File: src/hw/rtl/rar_pkg.sv
// rar_pkg: shared types and constants for rational_arith_reduce.
// No dependencies.
`default_nettype none
package rar_pkg;
  localparam int DataWidthDef = 32;

  typedef enum logic [1:0] {
    OP_ADD = 2'd0,
    OP_SUB = 2'd1,
    OP_DIV = 2'd2,
    OP_EQ  = 2'd3
  } op_t;
endpackage
`default_nettype wire

File: src/hw/rtl/rar_front.sv
// rar_front: accepts items, forms the cross products and the overflow flag.
// Depends on rar_pkg. Products are formed one per cycle on a shared multiplier.
`default_nettype none
module rar_front import rar_pkg::*; #(
  parameter int DATA_WIDTH = DataWidthDef
) (
  input  wire logic                    clk,
  input  wire logic                    rst,
  input  wire logic                    in_valid,
  output logic                         in_ready,
  input  wire logic [1:0]              in_op,
  input  wire logic [DATA_WIDTH-1:0]   in_an,
  input  wire logic [DATA_WIDTH-1:0]   in_ad,
  input  wire logic [DATA_WIDTH-1:0]   in_bn,
  input  wire logic [DATA_WIDTH-1:0]   in_bd,
  output logic                         q_valid,
  input  wire logic                    q_ready,
  // queue item: op, two fractions to reduce (eq uses both, others first), ovf
  output logic [1:0]                   q_op,
  output logic [DATA_WIDTH-1:0]        q_n1,
  output logic [DATA_WIDTH-1:0]        q_d1,
  output logic [DATA_WIDTH-1:0]        q_n2,
  output logic [DATA_WIDTH-1:0]        q_d2,
  output logic                         q_ovf
);
  localparam int W = DATA_WIDTH;
  typedef enum logic [2:0] {S_IDLE, S_P0, S_P1, S_P2, S_SUM, S_OUT} state_t;
  state_t state;
  logic [1:0] op;
  logic [W-1:0] an, ad, bn, bd, p0, p1, p2;
  logic ovf;
  logic [W-1:0] mx, my;
  logic [2*W-1:0] prod;
  logic mov;
  logic [W-1:0] sres;
  logic sov;

  always_comb begin
    unique case (state)
      S_P0:    begin mx = an; my = bd; end
      S_P1:    begin mx = ad; my = bn; end
      default: begin mx = ad; my = bd; end
    endcase
    // signed W x W multiply, full 2W-bit product
    prod = $signed(mx) * $signed(my);
    // exact product fits when upper bits are sign extension
    mov = (prod[2*W-1:W-1] != {(W+1){1'b0}}) && (prod[2*W-1:W-1] != {(W+1){1'b1}});
    if (op == OP_ADD) begin
      sres = p0 + p1;
      sov = (p0[W-1] == p1[W-1]) && (sres[W-1] != p0[W-1]);
    end else begin
      sres = p0 - p1;
      sov = (p0[W-1] != p1[W-1]) && (sres[W-1] != p0[W-1]);
    end
  end

  assign in_ready = (state == S_IDLE);

  always_ff @(posedge clk) begin
    if (rst) begin
      state <= S_IDLE;
      q_valid <= 1'b0;
    end else begin
      unique case (state)
        S_IDLE: if (in_valid) begin
          op <= in_op; an <= in_an; ad <= in_ad; bn <= in_bn; bd <= in_bd;
          ovf <= 1'b0;
          state <= (in_op == OP_EQ) ? S_OUT : S_P0;
        end
        S_P0: begin p0 <= prod[W-1:0]; ovf <= ovf | mov; state <= S_P1; end
        S_P1: begin
          p1 <= prod[W-1:0]; ovf <= ovf | mov;
          state <= (op == OP_DIV) ? S_OUT : S_P2;
        end
        S_P2: begin p2 <= prod[W-1:0]; ovf <= ovf | mov; state <= S_SUM; end
        S_SUM: begin p0 <= sres; p1 <= p2; ovf <= ovf | sov; state <= S_OUT; end
        S_OUT: if (!q_valid || q_ready) begin
          q_valid <= 1'b1;
          // ovf stays clear for equality tests
          q_op <= op; q_ovf <= ovf;
          if (op == OP_EQ) begin
            q_n1 <= an; q_d1 <= ad; q_n2 <= bn; q_d2 <= bd;
          end else begin
            q_n1 <= p0; q_d1 <= p1; q_n2 <= '0; q_d2 <= '0;
          end
          state <= S_IDLE;
        end
        default: state <= S_IDLE;
      endcase
      if (q_valid && q_ready && !(state == S_OUT)) q_valid <= 1'b0;
    end
  end
endmodule
`default_nettype wire

File: src/hw/rtl/rar_reduce.sv
// rar_reduce: reduces one fraction by its gcd with a bit-serial divider.
// Depends on rar_pkg. One quotient bit per cycle.
`default_nettype none
module rar_reduce import rar_pkg::*; #(
  parameter int DATA_WIDTH = DataWidthDef
) (
  input  wire logic                  clk,
  input  wire logic                  rst,
  input  wire logic                  start,
  input  wire logic [DATA_WIDTH-1:0] num,
  input  wire logic [DATA_WIDTH-1:0] den,
  output logic                       done,
  output logic [DATA_WIDTH-1:0]      rn,
  output logic [DATA_WIDTH-1:0]      rd
);
  localparam int W = DATA_WIDTH;
  localparam int CW = $clog2(W + 1);
  typedef enum logic [2:0] {S_IDLE, S_GCD, S_DN, S_DD, S_DONE} state_t;
  state_t state;
  logic nneg, dneg;
  logic [W-1:0] mn, md, gx, gy;
  // divider: dividend shifting into remainder
  logic [W-1:0] dvd, dvs, rem, quo;
  logic [CW-1:0] cnt;
  logic [W:0] trial;
  logic [W-1:0] rem_sh;

  always_comb begin
    rem_sh = {rem[W-2:0], dvd[W-1]};
    trial = {rem[W-1], rem_sh} - {1'b0, dvs};
  end

  always_ff @(posedge clk) begin
    if (rst) begin
      state <= S_IDLE;
      done <= 1'b0;
    end else begin
      done <= 1'b0;
      unique case (state)
        S_IDLE: if (start) begin
          nneg <= num[W-1]; dneg <= den[W-1];
          mn <= num[W-1] ? -num : num;
          md <= den[W-1] ? -den : den;
          if (den == '0) begin
            rn <= (num == '0) ? '0 : (num[W-1] ? '1 : W'(1));
            rd <= '0;
            state <= S_DONE;
          end else if (num == den) begin
            rn <= W'(1); rd <= W'(1); state <= S_DONE;
          end else begin
            gx <= num[W-1] ? -num : num;
            gy <= den[W-1] ? -den : den;
            // no division in progress: forces a fresh remainder step
            dvs <= '0;
            state <= S_GCD;
          end
        end
        S_GCD: begin
          // remainder step: gx % gy by serial division, then swap
          if (gy == '0) begin
            dvd <= mn; dvs <= gx; rem <= '0; cnt <= CW'(W);
            state <= S_DN;
          end else if (cnt == '0 && rem == '0 && dvs != gy) begin
            dvd <= gx; dvs <= gy; rem <= '0; cnt <= CW'(W);
          end else if (cnt != '0 && dvs == gy) begin
            dvd <= {dvd[W-2:0], 1'b0};
            rem <= trial[W] ? rem_sh : trial[W-1:0];
            cnt <= cnt - 1'b1;
          end else if (cnt == '0 && dvs == gy) begin
            gx <= gy; gy <= rem; dvs <= '0;
          end else begin
            dvd <= gx; dvs <= gy; rem <= '0; cnt <= CW'(W);
          end
        end
        S_DN, S_DD: begin
          if (cnt != '0) begin
            dvd <= {dvd[W-2:0], 1'b0};
            rem <= trial[W] ? rem_sh : trial[W-1:0];
            quo <= {quo[W-2:0], ~trial[W]};
            cnt <= cnt - 1'b1;
          end else if (state == S_DN) begin
            rn <= nneg ? -quo : quo;
            dvd <= md; rem <= '0; cnt <= CW'(W);
            state <= S_DD;
          end else begin
            rd <= dneg ? -quo : quo;
            state <= S_DONE;
          end
        end
        S_DONE: begin done <= 1'b1; state <= S_IDLE; end
        default: state <= S_IDLE;
      endcase
    end
  end
endmodule
`default_nettype wire

File: src/hw/rtl/rar_back.sv
// rar_back: takes queued items, reduces one or two fractions, drives results.
// Depends on rar_pkg and rar_reduce.
`default_nettype none
module rar_back import rar_pkg::*; #(
  parameter int DATA_WIDTH = DataWidthDef
) (
  input  wire logic                  clk,
  input  wire logic                  rst,
  input  wire logic                  q_valid,
  output logic                       q_ready,
  input  wire logic [1:0]            q_op,
  input  wire logic [DATA_WIDTH-1:0] q_n1,
  input  wire logic [DATA_WIDTH-1:0] q_d1,
  input  wire logic [DATA_WIDTH-1:0] q_n2,
  input  wire logic [DATA_WIDTH-1:0] q_d2,
  input  wire logic                  q_ovf,
  output logic                       out_valid,
  input  wire logic                  out_ready,
  output logic [DATA_WIDTH-1:0]      out_num,
  output logic [DATA_WIDTH-1:0]      out_den,
  output logic                       out_eq,
  output logic                       out_ovf
);
  localparam int W = DATA_WIDTH;
  typedef enum logic [2:0] {S_IDLE, S_R1, S_R2, S_OUT} state_t;
  state_t state;
  logic [1:0] op;
  logic ovf;
  logic [W-1:0] n2, d2, r1n, r1d;
  logic rstart, rdone;
  logic [W-1:0] rin_n, rin_d, rn, rd;

  assign q_ready = (state == S_IDLE);
  assign rstart = (state == S_IDLE && q_valid) || (state == S_R1 && rdone && op == OP_EQ);
  assign rin_n = (state == S_IDLE) ? q_n1 : n2;
  assign rin_d = (state == S_IDLE) ? q_d1 : d2;

  rar_reduce #(.DATA_WIDTH(DATA_WIDTH)) u_red (
    .clk(clk), .rst(rst), .start(rstart), .num(rin_n), .den(rin_d),
    .done(rdone), .rn(rn), .rd(rd)
  );

  always_ff @(posedge clk) begin
    if (rst) begin
      state <= S_IDLE;
      out_valid <= 1'b0;
    end else begin
      unique case (state)
        S_IDLE: if (q_valid) begin
          op <= q_op; ovf <= q_ovf; n2 <= q_n2; d2 <= q_d2;
          state <= S_R1;
        end
        S_R1: if (rdone) begin
          r1n <= rn; r1d <= rd;
          state <= (op == OP_EQ) ? S_R2 : S_OUT;
        end
        S_R2: if (rdone) state <= S_OUT;
        S_OUT: if (!out_valid || out_ready) begin
          out_valid <= 1'b1;
          if (op == OP_EQ) begin
            out_num <= '0; out_den <= '0; out_ovf <= 1'b0;
            out_eq <= (r1n == rn) && (r1d == rd);
          end else begin
            out_num <= r1n; out_den <= r1d; out_ovf <= ovf; out_eq <= 1'b0;
          end
          state <= S_IDLE;
        end
        default: state <= S_IDLE;
      endcase
      if (out_valid && out_ready && state != S_OUT) out_valid <= 1'b0;
    end
  end

  a_eq_zero: assert property (@(posedge clk) disable iff (rst)
    out_valid && out_eq |-> out_num == '0 && out_den == '0 && !out_ovf)
    else $error("equality result carries fraction");
  a_start_idle: assert property (@(posedge clk) disable iff (rst)
    rstart |-> state == S_IDLE || state == S_R1)
    else $error("reducer started out of order");
  a_out_hold: assert property (@(posedge clk) disable iff (rst)
    out_valid && !out_ready |=> out_valid && $stable(out_num))
    else $error("stalled result changed");
endmodule
`default_nettype wire

File: src/hw/rtl/rational_arith_reduce.sv
// rational_arith_reduce: top level, front (products) and back (gcd reduce).
// Depends on rar_pkg, rar_front, rar_back.
// One item in flight in each part. Front: after accept, equality tests go
// straight out; divide forms two products, add/sub three and a sum, on a
// shared multiplier. Back: each fraction reduced takes k Euclid remainder
// steps on a bit-serial divider, then two divisions (num and den by the gcd);
// a zero denominator or equal num and den skips these steps. Equality tests
// reduce two fractions.
// The front takes the next item while the back reduces, through a one-item
// register; results hold in an output register until taken.
`default_nettype none
module rational_arith_reduce import rar_pkg::*; #(
  parameter int DATA_WIDTH = DataWidthDef
) (
  input  wire logic                      clk,
  input  wire logic                      rst,
  input  wire logic                      s_tvalid,
  output logic                           s_tready,
  // tdata: req_type[1:0], a_num, a_den, b_num, b_den (low to high), zero pad
  input  wire logic [((2+4*DATA_WIDTH+7)/8)*8-1:0] s_tdata,
  output logic                           m_tvalid,
  input  wire logic                      m_tready,
  // tdata: res_num, res_den, is_equal, overflow (low to high), zero pad
  output logic [((2+2*DATA_WIDTH+7)/8)*8-1:0] m_tdata
);
  localparam int W = DATA_WIDTH;
  localparam int OW = ((2 + 2 * DATA_WIDTH + 7) / 8) * 8;
  logic qv, qr, qovf;
  logic [1:0] qop;
  logic [W-1:0] qn1, qd1, qn2, qd2, on, od;
  logic oeq, oov;

  rar_front #(.DATA_WIDTH(DATA_WIDTH)) u_front (
    .clk(clk), .rst(rst), .in_valid(s_tvalid), .in_ready(s_tready),
    .in_op(s_tdata[1:0]), .in_an(s_tdata[2 +: W]), .in_ad(s_tdata[2+W +: W]),
    .in_bn(s_tdata[2+2*W +: W]), .in_bd(s_tdata[2+3*W +: W]),
    .q_valid(qv), .q_ready(qr), .q_op(qop), .q_n1(qn1), .q_d1(qd1),
    .q_n2(qn2), .q_d2(qd2), .q_ovf(qovf)
  );

  rar_back #(.DATA_WIDTH(DATA_WIDTH)) u_back (
    .clk(clk), .rst(rst), .q_valid(qv), .q_ready(qr), .q_op(qop),
    .q_n1(qn1), .q_d1(qd1), .q_n2(qn2), .q_d2(qd2), .q_ovf(qovf),
    .out_valid(m_tvalid), .out_ready(m_tready), .out_num(on), .out_den(od),
    .out_eq(oeq), .out_ovf(oov)
  );

  assign m_tdata = OW'({oov, oeq, od, on});
endmodule
`default_nettype wire
File: config.mk
export PLATFORM = sky130hd
export DESIGN_NAME = rational_arith_reduce
export DESIGN_NICKNAME = d
export VERILOG_FILES = /design/src/hw/rtl/rar_pkg.sv /design/src/hw/rtl/rar_front.sv /design/src/hw/rtl/rar_reduce.sv /design/src/hw/rtl/rar_back.sv /design/src/hw/rtl/rational_arith_reduce.sv
export SDC_FILE = /design/constraint.sdc
export NUM_CORES = 2
export LEC_CHECK = 0
export BUFFER_PORTS_ARGS = -buffer_cell sky130_fd_sc_hd__buf_4
export CAP_MARGIN = 25
export CORE_ASPECT_RATIO = 0.75
export CORE_MARGIN = 2
export CORE_UTILIZATION = 39
export DETAILED_ROUTE_END_ITERATION = 7
export HOLD_SLACK_MARGIN = 0.08
export PLACE_DENSITY = 0.58
export SYNTH_ARGS = -nofsm -noshare
export SYNTH_HDL_FRONTEND = slang
export SYNTH_SLANG_ARGS = --single-unit
File: constraint.sdc
create_clock -name clk -period 29.3 [get_ports clk]
set_clock_uncertainty 0.1 [all_clocks]
set_input_delay 2.93 -clock clk [delete_from_list [all_inputs] [get_ports clk]]
set_output_delay 2.93 -clock clk [all_outputs]
set_load 0.02 [all_outputs]
==> out/results.ini <==
[routing]
routedWlPerCell_um = 25.6
drt_wl_total_um = 258000
viasPerCell = 5.48
drt_pass1_iterations = 7
vias = 55317
antenna_left = 0
drtIter0Drc = 5871
drc = 0

[placed_design]
dp_hpwl_um = 197000
io_buffer_count = 201
gp_congestion = 0.948

[die]
row_count = 142
core_um2 = 200000
dieArea_um2 = 204000
die_width_um = 521
die_h_um = 392
start_util_pct = 39.2
io_pins = 214

[worst_setup_path]
crit_arrival_ns = 13.54
critPathKind = reg2reg
critPathCaptureType = register
rr_worst_depth = 32
cp_common_cell = fa_1
startpoint_type = register
max_stage_delay_ns = 0.97
cp_max_fo = 59
r2r-end = u_front.ovf
r2r_slack_ns = 16.07
cp.required_ns = 29.60
crit_slowest_cell = fa_1
r2r-start = u_front.state[2]

[run]
cap_violations = 0

[min_path]
hp-start = u_front.q_op[0]
holdPathStages = 0
hold_path_end = u_back.op[0]
hold_path_class = reg2reg

[clocking]
root_buffer = clkbuf_16
ctsHoldBuffers = 0
cts_resized = 0
cts_tree = built
worstSkewPairLatency_ns = 0.71
cts_inserted_buffers = 91
clk_pin_slew_worst_paths_ns = 0.07
postCtsSetupRepairBufs = 0
h-tree-depth = 3
cts_sinks = 894
clock_path_buffers = 3

[synthesis]
yosysTopAreaCellShare_pct = 33.9
yosysWarnings = 0
synth_top_area_cell = edfxtp_1
synth-seq-cells = 894
yosys-top-cells-area = edfxtp_1 (34%), fa_1 (28%), nand2_1 (5.3%)
avgSynthCellArea_um2 = 10.7
synth_cells = 7282
yosysSeqAreaShare_pct = 34.2
async_flop_share_pct = 0
synth.cell_area_um2 = 78200
synth_top_flop_cell = edfxtp_1
synth_cell_types = 90
synth_edf_count = 883

[finish]
area_growth_pct = 10.6
layout-drive-gt1-share_pct = 9.39
fillers = 18793
final_nets = 8859

[timing]
setup_viol_count_final = 0
timing.fmax_mhz = 75.6
timing.final.crit_share_pct = 45.2
tns_ns = 0
hold_viol_final = 0
min_period_ns = 13.23
drv_slew = 0
maxSlewHeadroom_pct = 22.6
rsz0062_at_grt = false
tightest_slew_ns = 1.14

[global_routing]
grt_start_max_net_pins = 72
grt_pass1_wl_um = 378000
antenna_found_initial = 2
grt-ovfl-total = 0
grt_pass1_vias = 56138
grt_usage_pct = 25.3

[outcome]
run_status = finished, final reports clean

worst max path at each step:
stage	from	cells after the start	to	slack, ns
floorplan	rst	2	u_front.q_d1[0]	16.41
global placement	u_front.state[2]	32	u_front.ovf	16.30
detailed placement	u_front.state[2]	32	u_front.ovf	16.25
CTS	u_front.state[2]	32	u_front.ovf	16.20
global route	u_front.state[2]	31	u_front.ovf	15.72
finish	u_front.state[2]	32	u_front.ovf	16.07
critical path, delay by kind of cell, from the launching register on:
family                     cells  cell delay, ns
DFF                            1            0.52
adders and majority gates      9            5.01
muxes                          1            0.73
buffers and inverters          8            1.73
AOI/OAI and AO/OA              5            1.77
xor gates and xnor gates       1            0.30
and+or+nand+nor                8            2.69
stage by stage:
step | setup slack, ns | util, % | instance area (um2) | hold slack, ns | std cells
finish | 16.07 | 43.4 | 86500 | 0.314 | 10087
global route | 15.72 | 43.4 | 86500 | 0.323 | 10085
CTS | 16.20 | 43.3 | 86400 | 0.315 | 10080
detailed placement | 16.25 | 41.7 | 83100 | 0.305 | 9914
global placement | 16.30 | 41.6 | 83000 | 0.303 | 9909
floorplan | 16.41 | - | 78300 | 0.300 | 7287
cells by family after synthesis:
family | synth area share, %
other | 0.00479
AOI/OAI and AO/OA | 6.14
and+or+nand+nor | 13.0
DFF | 34.2
xor gates and xnor gates | 4.08
adders and majority gates | 32.3
buffers and inverters | 5.85
muxes | 4.38
synth_stat cells, types with 50 or more instances:
cell type  count
nand2_1     1101
fa_1        1085
edfxtp_1     883
inv_1        866
nor2_1       735
clkbuf_1     302
ha_1         286
mux2i_1      193
a21oi_1      185
xnor2_1      185
o21ai_0      183
xor2_1       178
mux2_2       133
nor3_1        87
and3_1        80
and2_1        69
a211oi_1      64
a31oi_1       56
a21o_1        50
layout make-up:
type                       count  area [um2]  share of cell area (%)
multi-input combinational   5185       47500                    54.9
sequential                   894       26700                    30.9
tap                         2664        3330                    3.85
inverter                     868        3260                    3.77
timing repair buffer         308        2460                    2.84
clock buffer                 103        2340                    2.71
clock inverter                63         927                    1.07
antenna                        2        5.00                 0.00578
placed cells by master (no fill, tap or decap), types with 17 or more instances in the layout:
master / n
and2_1: 68
nor3_1: 81
nand3_1: 43
mux2i_1: 150
edfxtp_1: 883
nor2b_1: 17
xnor2_1: 184
nor4_1: 45
clkbuf_16: 92
a211oi_1: 64
mux2_2: 133
buf_4: 298
inv_1: 866
o21ai_0: 183
o21bai_1: 21
a21o_1: 50
bufinv_16: 21
a31oi_1: 56
mux2i_4: 21
a22o_1: 32
fa_1: 1085
or3_1: 33
ha_1: 285
xor2_1: 178
nand2_1: 1098
mux2i_2: 22
nand4_1: 45
o31ai_1: 18
nor2_1: 727
and3_1: 80
nand2b_1: 32
o211ai_1: 21
a21oi_1: 184
per-layer routing:
metal	routed length, um	vias to the layer above	global-route usage (%)
li1	-	24038	-
met1	111000	28249	35.8
met2	110000	2635	37.6
met3	25700	395	5.87
met4	11500	0	9.89
met5	0	-	0
Power is left out: the tool's default activity adds up to more than one toggle a clock period on the data nets, which glitch-free logic cannot reach.
